File: src/qgemm_pkg.sv
// Shared types and constants for the quantized GEMM dot-product accumulator.
// No dependencies; used by every module of the block.
package qgemm_pkg;

	localparam int unsigned DATA_W  = 32;
	localparam int unsigned BYTE_W  = 8;
	localparam int unsigned ZP_W    = 9;
	localparam int unsigned MAX_LANES = 4;
	localparam int unsigned ADDR_W  = 3;

	typedef enum logic {
		REG_ZERO_MODE  = 1'b0,
		REG_PER_COL_ZP = 1'b1
	} reg_idx_t;

	typedef struct packed {
		logic zero_mode;
		logic per_column_zero_point;
	} cfg_t;

	// Stage 2 terms handed to the accumulator.
	typedef struct packed {
		logic              first_group;
		logic              last_group;
		logic [DATA_W-1:0] seed;
		logic [DATA_W-1:0] prod_sum;
		logic [DATA_W-1:0] prior_add;
	} terms_t;

endpackage

File: src/quantized_gemm_dot_accumulate.sv
// Quantized 8-bit GEMM dot-product accumulator, one int32 element per run.
// Path from accepted word to c_value: input reg, term reg, output reg.
// Throughput: one word per cycle; the three-stage pipeline holds as a whole
// only while a finished result waits under out_stall.
// Reset clears valid bits, the accumulator, and sets zero_mode=1, per-column zp=0.
// Depends on qgemm_pkg, qgemm_cfg, qgemm_prep.
module quantized_gemm_dot_accumulate #(
	parameter int unsigned LANES = 4
) (
	input  logic                                  clk,
	input  logic                                  arst_n,
	input  logic                                  psel,
	input  logic                                  penable,
	input  logic                                  pwrite,
	input  logic        [qgemm_pkg::ADDR_W-1:0]   paddr,
	input  logic        [qgemm_pkg::DATA_W-1:0]   pwdata,
	output logic        [qgemm_pkg::DATA_W-1:0]   prdata,
	output logic                                  pready,
	input  logic                                  in_valid,
	output logic                                  in_stall,
	input  logic        [qgemm_pkg::DATA_W-1:0]   a_bytes,
	input  logic        [qgemm_pkg::DATA_W-1:0]   b_bytes,
	input  logic                                  first_group,
	input  logic                                  last_group,
	input  logic signed [qgemm_pkg::DATA_W-1:0]   row_sum,
	input  logic signed [qgemm_pkg::DATA_W-1:0]   column_sum,
	input  logic signed [qgemm_pkg::ZP_W-1:0]     zero_point_b,
	input  logic signed [qgemm_pkg::DATA_W-1:0]   prior_c,
	output logic                                  out_valid,
	input  logic                                  out_stall,
	output logic signed [qgemm_pkg::DATA_W-1:0]   c_value
);

	qgemm_pkg::cfg_t   cfg;
	qgemm_pkg::terms_t terms_s2;

	logic adv;
	logic v_s1, v_s2;
	logic out_valid_q;
	logic [qgemm_pkg::DATA_W-1:0] acc_q, acc_next, c_value_q;

	logic        [qgemm_pkg::DATA_W-1:0] a_bytes_s1, b_bytes_s1;
	logic                                first_s1, last_s1;
	logic signed [qgemm_pkg::DATA_W-1:0] row_sum_s1, column_sum_s1, prior_c_s1;
	logic signed [qgemm_pkg::ZP_W-1:0]   zero_point_b_s1;

	qgemm_cfg u_cfg (
		.clk     (clk),
		.arst_n  (arst_n),
		.psel    (psel),
		.penable (penable),
		.pwrite  (pwrite),
		.paddr   (paddr),
		.pwdata  (pwdata),
		.prdata  (prdata),
		.pready  (pready),
		.cfg     (cfg)
	);

	// pipeline moves unless a result is waiting and stalled
	assign adv      = !out_valid_q || !out_stall;
	assign in_stall = !adv;

	always_ff @(posedge clk or negedge arst_n) begin
		if (!arst_n) begin
			v_s1 <= 1'b0;
			v_s2 <= 1'b0;
		end else if (adv) begin
			v_s1 <= in_valid;
			v_s2 <= v_s1;
		end
	end

	always_ff @(posedge clk) begin
		if (adv && in_valid) begin
			a_bytes_s1      <= a_bytes;
			b_bytes_s1      <= b_bytes;
			first_s1        <= first_group;
			last_s1         <= last_group;
			row_sum_s1      <= row_sum;
			column_sum_s1   <= column_sum;
			zero_point_b_s1 <= zero_point_b;
			prior_c_s1      <= prior_c;
		end
	end

	qgemm_prep #(
		.LANES (LANES)
	) u_prep (
		.clk          (clk),
		.en           (adv && v_s1),
		.cfg          (cfg),
		.a_bytes      (a_bytes_s1),
		.b_bytes      (b_bytes_s1),
		.first_group  (first_s1),
		.last_group   (last_s1),
		.row_sum      (row_sum_s1),
		.column_sum   (column_sum_s1),
		.zero_point_b (zero_point_b_s1),
		.prior_c      (prior_c_s1),
		.terms_s2     (terms_s2)
	);

	assign acc_next = (terms_s2.first_group ? terms_s2.seed : acc_q)
	                + terms_s2.prod_sum + terms_s2.prior_add;

	always_ff @(posedge clk or negedge arst_n) begin
		if (!arst_n) begin
			acc_q       <= '0;
			out_valid_q <= 1'b0;
		end else if (adv) begin
			if (v_s2) begin
				acc_q <= acc_next;
			end
			out_valid_q <= v_s2 && terms_s2.last_group;
		end
	end

	always_ff @(posedge clk) begin
		if (adv && v_s2 && terms_s2.last_group) begin
			c_value_q <= acc_next;
		end
	end

	assign out_valid = out_valid_q;
	assign c_value   = c_value_q;

	a_acc_hold: assert property (@(posedge clk) disable iff (!arst_n)
		!(adv && v_s2) |=> $stable(acc_q))
		else $error("accumulator changed without an advancing word");

	a_result_matches_acc: assert property (@(posedge clk) disable iff (!arst_n)
		(adv && v_s2 && terms_s2.last_group) |=> (out_valid && c_value == acc_q))
		else $error("emitted result differs from accumulator");

	a_stall_back: assert property (@(posedge clk) disable iff (!arst_n)
		(out_valid && out_stall) |-> in_stall)
		else $error("input accepted while result is stalled");

endmodule

File: src/qgemm_cfg.sv
// APB-style configuration registers: zero_mode and per_column_zero_point.
// Depends on qgemm_pkg.
module qgemm_cfg (
	input  logic                          clk,
	input  logic                          arst_n,
	input  logic                          psel,
	input  logic                          penable,
	input  logic                          pwrite,
	input  logic [qgemm_pkg::ADDR_W-1:0]  paddr,
	input  logic [qgemm_pkg::DATA_W-1:0]  pwdata,
	output logic [qgemm_pkg::DATA_W-1:0]  prdata,
	output logic                          pready,
	output qgemm_pkg::cfg_t               cfg
);

	qgemm_pkg::cfg_t   cfg_q;
	qgemm_pkg::reg_idx_t idx;
	logic              wr_en;

	assign idx    = qgemm_pkg::reg_idx_t'(paddr[2]);
	assign wr_en  = psel && penable && pwrite;
	assign pready = 1'b1;
	assign cfg    = cfg_q;

	always_ff @(posedge clk or negedge arst_n) begin
		if (!arst_n) begin
			cfg_q.zero_mode             <= 1'b1;
			cfg_q.per_column_zero_point <= 1'b0;
		end else if (wr_en) begin
			unique case (idx)
				qgemm_pkg::REG_ZERO_MODE:  cfg_q.zero_mode             <= pwdata[0];
				qgemm_pkg::REG_PER_COL_ZP: cfg_q.per_column_zero_point <= pwdata[0];
				default: ;
			endcase
		end
	end

	always_comb begin
		prdata = '0;
		unique case (idx)
			qgemm_pkg::REG_ZERO_MODE:  prdata[0] = cfg_q.zero_mode;
			qgemm_pkg::REG_PER_COL_ZP: prdata[0] = cfg_q.per_column_zero_point;
			default: prdata = '0;
		endcase
	end

endmodule

File: src/qgemm_prep.sv
// Stage 2: byte-lane products, seed (row_sum, times zero point in per-column
// mode, + column_sum) and prior_c term, registered. Depends on qgemm_pkg.
module qgemm_prep #(
	parameter int unsigned LANES = 4
) (
	input  logic                                  clk,
	input  logic                                  en,
	input  qgemm_pkg::cfg_t                       cfg,
	input  logic        [qgemm_pkg::DATA_W-1:0]   a_bytes,
	input  logic        [qgemm_pkg::DATA_W-1:0]   b_bytes,
	input  logic                                  first_group,
	input  logic                                  last_group,
	input  logic signed [qgemm_pkg::DATA_W-1:0]   row_sum,
	input  logic signed [qgemm_pkg::DATA_W-1:0]   column_sum,
	input  logic signed [qgemm_pkg::ZP_W-1:0]     zero_point_b,
	input  logic signed [qgemm_pkg::DATA_W-1:0]   prior_c,
	output qgemm_pkg::terms_t                     terms_s2
);

	localparam int unsigned ACT   = (LANES < qgemm_pkg::MAX_LANES) ? LANES
	                                : qgemm_pkg::MAX_LANES;
	localparam int unsigned SUM_W = 2 * qgemm_pkg::BYTE_W + $clog2(ACT);
	localparam int unsigned MUL_W = qgemm_pkg::DATA_W + qgemm_pkg::ZP_W;

	logic        [SUM_W-1:0]              psum;
	logic signed [MUL_W-1:0]              zp_prod;
	logic        [qgemm_pkg::DATA_W-1:0]  row_term;
	qgemm_pkg::terms_t                    terms;

	always_comb begin
		psum = '0;
		for (int i = 0; i < ACT; i++) begin
			psum = psum + SUM_W'(a_bytes[qgemm_pkg::BYTE_W*i +: qgemm_pkg::BYTE_W])
			            * SUM_W'(b_bytes[qgemm_pkg::BYTE_W*i +: qgemm_pkg::BYTE_W]);
		end
	end

	assign zp_prod  = row_sum * zero_point_b;
	assign row_term = cfg.per_column_zero_point ? zp_prod[qgemm_pkg::DATA_W-1:0]
	                                            : row_sum;

	always_comb begin
		terms.first_group = first_group;
		terms.last_group  = last_group;
		terms.seed        = row_term + column_sum;
		terms.prod_sum    = qgemm_pkg::DATA_W'(psum);
		terms.prior_add   = (last_group && !cfg.zero_mode) ? prior_c : '0;
	end

	always_ff @(posedge clk) begin
		if (en) begin
			terms_s2 <= terms;
		end
	end

endmodule

File: config.mk
export PLATFORM = sky130hd
export DESIGN_NAME = quantized_gemm_dot_accumulate
export DESIGN_NICKNAME = d
export VERILOG_FILES = /design/src/qgemm_pkg.sv /design/src/quantized_gemm_dot_accumulate.sv /design/src/qgemm_cfg.sv /design/src/qgemm_prep.sv
export SDC_FILE = /design/constraint.sdc
export NUM_CORES = 2
export LEC_CHECK = 0
export BUFFER_PORTS_ARGS = -buffer_cell sky130_fd_sc_hd__buf_2
export CORE_AREA = 2 2 266 242
export CTS_BUF_LIST = sky130_fd_sc_hd__clkbuf_4 sky130_fd_sc_hd__clkbuf_8 sky130_fd_sc_hd__clkbuf_16
export DETAILED_ROUTE_END_ITERATION = 16
export DIE_AREA = 0 0 268 244
export HOLD_SLACK_MARGIN = 0.02
export PLACE_DENSITY = 0.75
export SLEW_MARGIN = 20
export SYNTH_ARGS = -nofsm -noshare
export SYNTH_HDL_FRONTEND = slang
export SYNTH_SLANG_ARGS = --single-unit
export TNS_END_PERCENT = 30
File: constraint.sdc
create_clock -name clk -period 10.5 [get_ports clk]
set_input_delay 1.05 -clock clk [delete_from_list [all_inputs] [get_ports clk]]
set_output_delay 1.05 -clock clk [all_outputs]
set_load 0.1 [all_outputs]
=== Word level (Yosys, flattened, before mapping) ===
Index checks and enable logic that the tools add are counted.

* Reduce and logical (&&, ||, !) cells: 16
* Add/sub/neg operators: 6
* Multiplexer cells: 3
* Multiply operators: 5
* Bitwise operators: 1

{| class="wikitable"
|+ Operators by type and width
! operator !! number
|-
| $add A32 B32 Y32 || 2
|-
| $mul A8 B8 Y16 || 4
|-
| $mux W32 || 2
|-
| $add A18 B16 Y18 || 2
|-
| $add A32 B18 Y32 || 1
|-
| $mul A32 B9 Y32 || 1
|-
| $add A16 B16 Y17 || 1
|-
| $logic_and A1 B1 Y1 || 8
|-
| $reduce_and A2 Y1 || 3
|-
| $logic_not A1 Y1 || 4
|-
| $pmux W1 S2 || 1
|-
| $logic_or A1 B1 Y1 || 1
|-
| $not A1 Y1 || 1
|}

* Bits in registers: 324
* Output and inout bits: 67
* Word-level logic and storage cells: 51
* Input bits: 213

=== Depth between registers and ports, before layout ===
* Depth in word-level cells: 4
* Mapped depth: 34
* Mapped depth without buffers: 34

=== Hierarchy ===
From an unflattened synthesis, not the netlist that was laid out.

* Cells, all modules: 2878
* Area total of the unflattened synthesis: 31744.2 um^2

{| class="wikitable"
|+ By module, submodules not included
! module !! times used !! area an instance (um^2) !! cells an instance !! seq. area each (um^2)
|-
| qgemm_prep || 1 || 20988.9 || 2175 || 2522.4
|-
| quantized_gemm_dot_accumulate || 1 || 10407.5 || 662 || 6971.7
|-
| qgemm_cfg || 1 || 347.8 || 41 || 51.3
|}

=== Worst setup path before layout ===
OpenSTA, ideal clock, no wires.

* Kind: reg-to-reg
* Start point: register a_bytes_s1[5] (netlist bit)
* End point: register, netlist name u_prep.terms_s2[47]
* Arrival time: 7.858 ns
* Required time: 10.237 ns
* Path buffers: 1
* Setup slack: 2.380 ns
* Library setup time: 0.263 ns
* Clock period less this slack: 8.120 ns
* Stages on the path, launching flop included: 31
* Path through: edfxtp_1 > clkbuf_1 > nand2_1 > fa_1 > fa_1 > fa_1 > inv_1 > fa_1 > fa_1 > fa_1 > ha_1 > inv_1 > a21oi_1 > o21ai_0 > a21boi_0 > o21ai_0 > nor2b_1 > xnor2_1 > ha_1 > fa_1 > inv_1 > fa_1 > fa_1 > inv_1 > ha_1 > or3_1 > a211oi_1 > nor2_1 > a21o_1 > a211oi_1 > nor2_1

* Longest elaborated chain between the ends: 4

{| class="wikitable"
|+ Ends and longest elaborated chain
! element !! RTL line !! RTL
|-
| from (decl) || quantized_gemm_dot_accumulate.sv:42 || <nowiki>logic [qgemm_pkg::DATA_W-1:0] a_bytes_s1, b_bytes_s1;</nowiki>
|-
| from (signal assigned) || quantized_gemm_dot_accumulate.sv:76 || <nowiki>a_bytes_s1 <= a_bytes;</nowiki>
|-
| $mul A8 B8 Y16 || qgemm_prep.sv:34 || <nowiki>* SUM_W'(b_bytes[qgemm_pkg::BYTE_W*i +: qgemm_pkg::BYTE_W]);</nowiki>
|-
| $add A16 B16 Y17 || qgemm_prep.sv:33 || <nowiki>psum = psum + SUM_W'(a_bytes[qgemm_pkg::BYTE_W*i +: qgemm_pkg::BYTE_W])</nowiki>
|-
| $add A18 B16 Y18 (2 in a row) || qgemm_prep.sv:33 ||
|-
| net u_prep.psum[15] || qgemm_prep.sv:25 || <nowiki>logic [SUM_W-1:0] psum;</nowiki>
|}

The timed path passes the listed nets, and every way through them passes these cells.
A chain may end at the register's enable or synchronous reset.

=== Worst setup path in the final report ===
* Start point: register a_bytes_s1[3] (netlist bit)
* End point: register, netlist name u_prep.terms_s2[48]

* Longest elaborated chain between the ends: 4

{| class="wikitable"
|+ Ends and longest elaborated chain
! element !! RTL line
|-
| $mul A8 B8 Y16 || qgemm_prep.sv:34
|-
| $add A16 B16 Y17 || qgemm_prep.sv:33
|-
| $add A18 B16 Y18 (2 in a row) || qgemm_prep.sv:33
|-
| net u_prep.psum[16] || qgemm_prep.sv:25
|}

The timed path passes the listed nets, and every way through them passes these cells.

==> flow_summary.yaml <==
grt:
  grt_pass1_vias: 21519
  grt-ovfl-total: 0
  antenna_found_initial: 3
  grt_max_degree: 86
  grt_pass1_wl_um: 111400
  grtUsageTotal: 0.2175
setup_path:
  critical_path_buf_inv_count: 3
  worstSetupPathType: "register to register"
  critical_path.most_common_cell: "fa_1"
  cpPeakStageDelay_ns: 0.62
  crit_cells: 28
  crit_slowest_cell: "o41ai_1"
  r2r.worst_path.cells: 28
  cp-start-kind: "register"
  critical_path_required_ns: 10.79
  crit_fanout: 8
  endpoint_kind: "register"
  path_delay_family: "adder cells"
  cp.arrival_ns: 9.31
hold_path:
  hold_class: "register to register"
  min_path_cells: 0
drt:
  routed_via_density: 5.219
  detail-route-antenna-nets: 0
  vias: 20314
  routedWlPerCell_um: 17.38
  drc: 0
  drt-initial-drc-count: 1335
  wirelength_um: 67620
  dr.pass1.iters: 6
synth:
  synthArstFlopShare: 0.1142
  netlist_area_sq_um: 31090
  synth_top_family_by_area: "adder cells"
  synth_mux_area_frac: 0.03252
  synth.most_common_cell: "inv_1"
  synthAdderAreaFrac: 0.3739
  yosys_warnings: 0
  synth_largest_area_cell: "edfxtp_1"
  yosys.area_share.simple: 0.1203
  netlist_top_cells_area: "edfxtp_1 (28%), fa_1 (26%), ha_1 (11%)"
  synth_ff_type: "edfxtp_1"
  synth_common_cells: "inv_1 (487), fa_1 (410), nand2_1 (288)"
  ys_seq_elements: 324
  netlist.area_leader.share: 0.2772
  syn_area_per_cell_sq_um: 11.04
  syn_inst: 2815
  synth_compound_area_frac: 0.05997
  synthXorXnorAreaFrac: 0.03115
  synth_edf_count: 287
  synth_cell_types: 76
  synth_seq_area_share: 0.3070
clock_tree:
  root_buffer: "clkbuf_16"
  htreeDepth: 2
  cts.sinks: 324
  cts_tree: "yes"
  clkTransAtPathRegs_ns: 0.06
  cts_hold_buffers: 0
  clock_path_buffers: 3
  insertion_delay_ns: 0.58
  cts_inserted_buffers: 38
  cts_resized: 0
  post_cts_buffers: 0
floorplan:
  die_h_um: 244
  io_pins: 280
  rows: 87
  dieArea_sq_um: 65390
  core_sq_um: 62370
  die_width_um: 268
  initial_core_util: 0.4984
sta:
  relSlewSlack: 0.2818
  tightest_slew_ns: 1.077
  finalSetupViolCount: 0
  min_period_over_period: 0.8592
  max_freq_ghz: 0.1108
  hold_viol: 0
  fin_crit_ns: 9.022
  fin_worst_skew_ns: 0.01543
  report.final.slew_viol_count: 0
  rsz0062_at_grt: "false"
  tns_ns: 0
job:
  cap_violations: 0
final_layout:
  area_growth_pct: 10.13
  multi_input_comb_area_sq_um: 19340
  nNetsFinal: 3912
  nFillCells: 5373
  drive_above_1_share: 0.1360
  ff_latch_area_sq_um: 9545
placement:
  hpwl_um: 52860
  port_buffers: 214
  gp_congestion: 0.8802
run_status:
  status: "completed"
placed cells by master, fill, tap and decap left out, types with 5 or more instances in the layout:
cell type,netlist,final
xor2_1,29,29
a21oi_1,72,72
buf_2,0,214
conb_1,2,32
o21a_1,19,19
nand2b_1,32,32
and2_1,266,264
inv_1,487,487
and3_1,6,6
o21bai_1,10,10
nor2b_1,14,13
a21o_1,45,45
nand4_1,7,7
ha_1,273,273
a31oi_1,5,5
o211ai_1,6,6
a211oi_1,16,16
o21ai_0,51,51
nand3_1,16,16
buf_4,32,14
nor2_1,67,67
fa_1,410,410
clkinv_2,0,6
mux2_2,88,88
clkbuf_16,0,38
clkbuf_4,0,5
nor3_1,18,18
dfrtp_1,36,36
xnor2_1,79,79
o31a_1,7,7
nand2_1,288,288
edfxtp_1,287,287
cell families after synthesis:
| group | Yosys count |
|---|---|
| and+or+nand+nor | 742 |
| adders and majority gates | 683 |
| buffers and inverters | 585 |
| DFF | 324 |
| AOI/OAI and AO/OA | 280 |
| xor gates and xnor gates | 109 |
| muxes | 90 |
| other | 2 |
worst paths after layout:
path                                               from                             to  slack (ns)
worst max-delay path            a_bytes_s1[3]$_DFFE_PP_  u_prep.terms_s2[48]$_DFFE_PP_        1.48
worst min-delay path                 first_s1$_DFFE_PP_  u_prep.terms_s2[97]$_DFFE_PP_        0.43
worst max register to register  a_bytes_s1[3]$_DFFE_PP_  u_prep.terms_s2[48]$_DFFE_PP_        1.48
worst min register to register       first_s1$_DFFE_PP_  u_prep.terms_s2[97]$_DFFE_PP_        0.43
max in group asynchronous                        arst_n          acc_q[12]$_DFFE_PN0P_        9.26
min in group asynchronous                        arst_n       u_cfg.cfg[0]$_DFFE_PN0P_        0.63
flip-flops by register name (all words and copies together) (netlist names):
signal           flops
zero_point_b_s1      9
out_valid            1
acc_q               32
b_bytes_s1          32
prior_c_s1          32
c_value             32
v_s2                 1
u_prep.terms_s2     84
a_bytes_s1          32
last_s1              1
first_s1             1
column_sum_s1       32
row_sum_s1          32
u_cfg.cfg            2
v_s1                 1
routing by layer:
metal	share of wire	track usage	routed length, um	vias to the layer above
li1	-	-	-	9417
met1	0.44	0.2982	29720	10262
met2	0.48	0.3593	32150	534
met3	0.055	0.02880	3704	101
met4	0.030	0.07000	2042	0
met5	0	0	0	-
final cells by class:
cell class / instances / share of cell area
clock inverter: 23 / 0.007236
antenna: 2 / 0.0001462
inverter: 487 / 0.05339
multi-input combinational: 1936 / 0.5648
timing repair buffer: 229 / 0.03468
clock buffer: 46 / 0.03008
tap: 845 / 0.03088
sequential: 324 / 0.2788
metrics by stage:
stage	util	area, sq um	instances	setup slack (ns)	hold WS (ns)
floorplan	-	31200	2845	2.380	0.4003
global placement	0.5283	32950	3821	1.788	0.4093
detailed placement	0.5283	32950	3821	1.675	0.4059
CTS	0.5488	34230	3890	1.557	0.4379
global route	0.5489	34240	3892	1.050	0.4609
finish	0.5489	34240	3892	1.478	0.4339
Power is not shown: default switching activity piles up to over one toggle a cycle in this logic, so the estimate is an artifact.
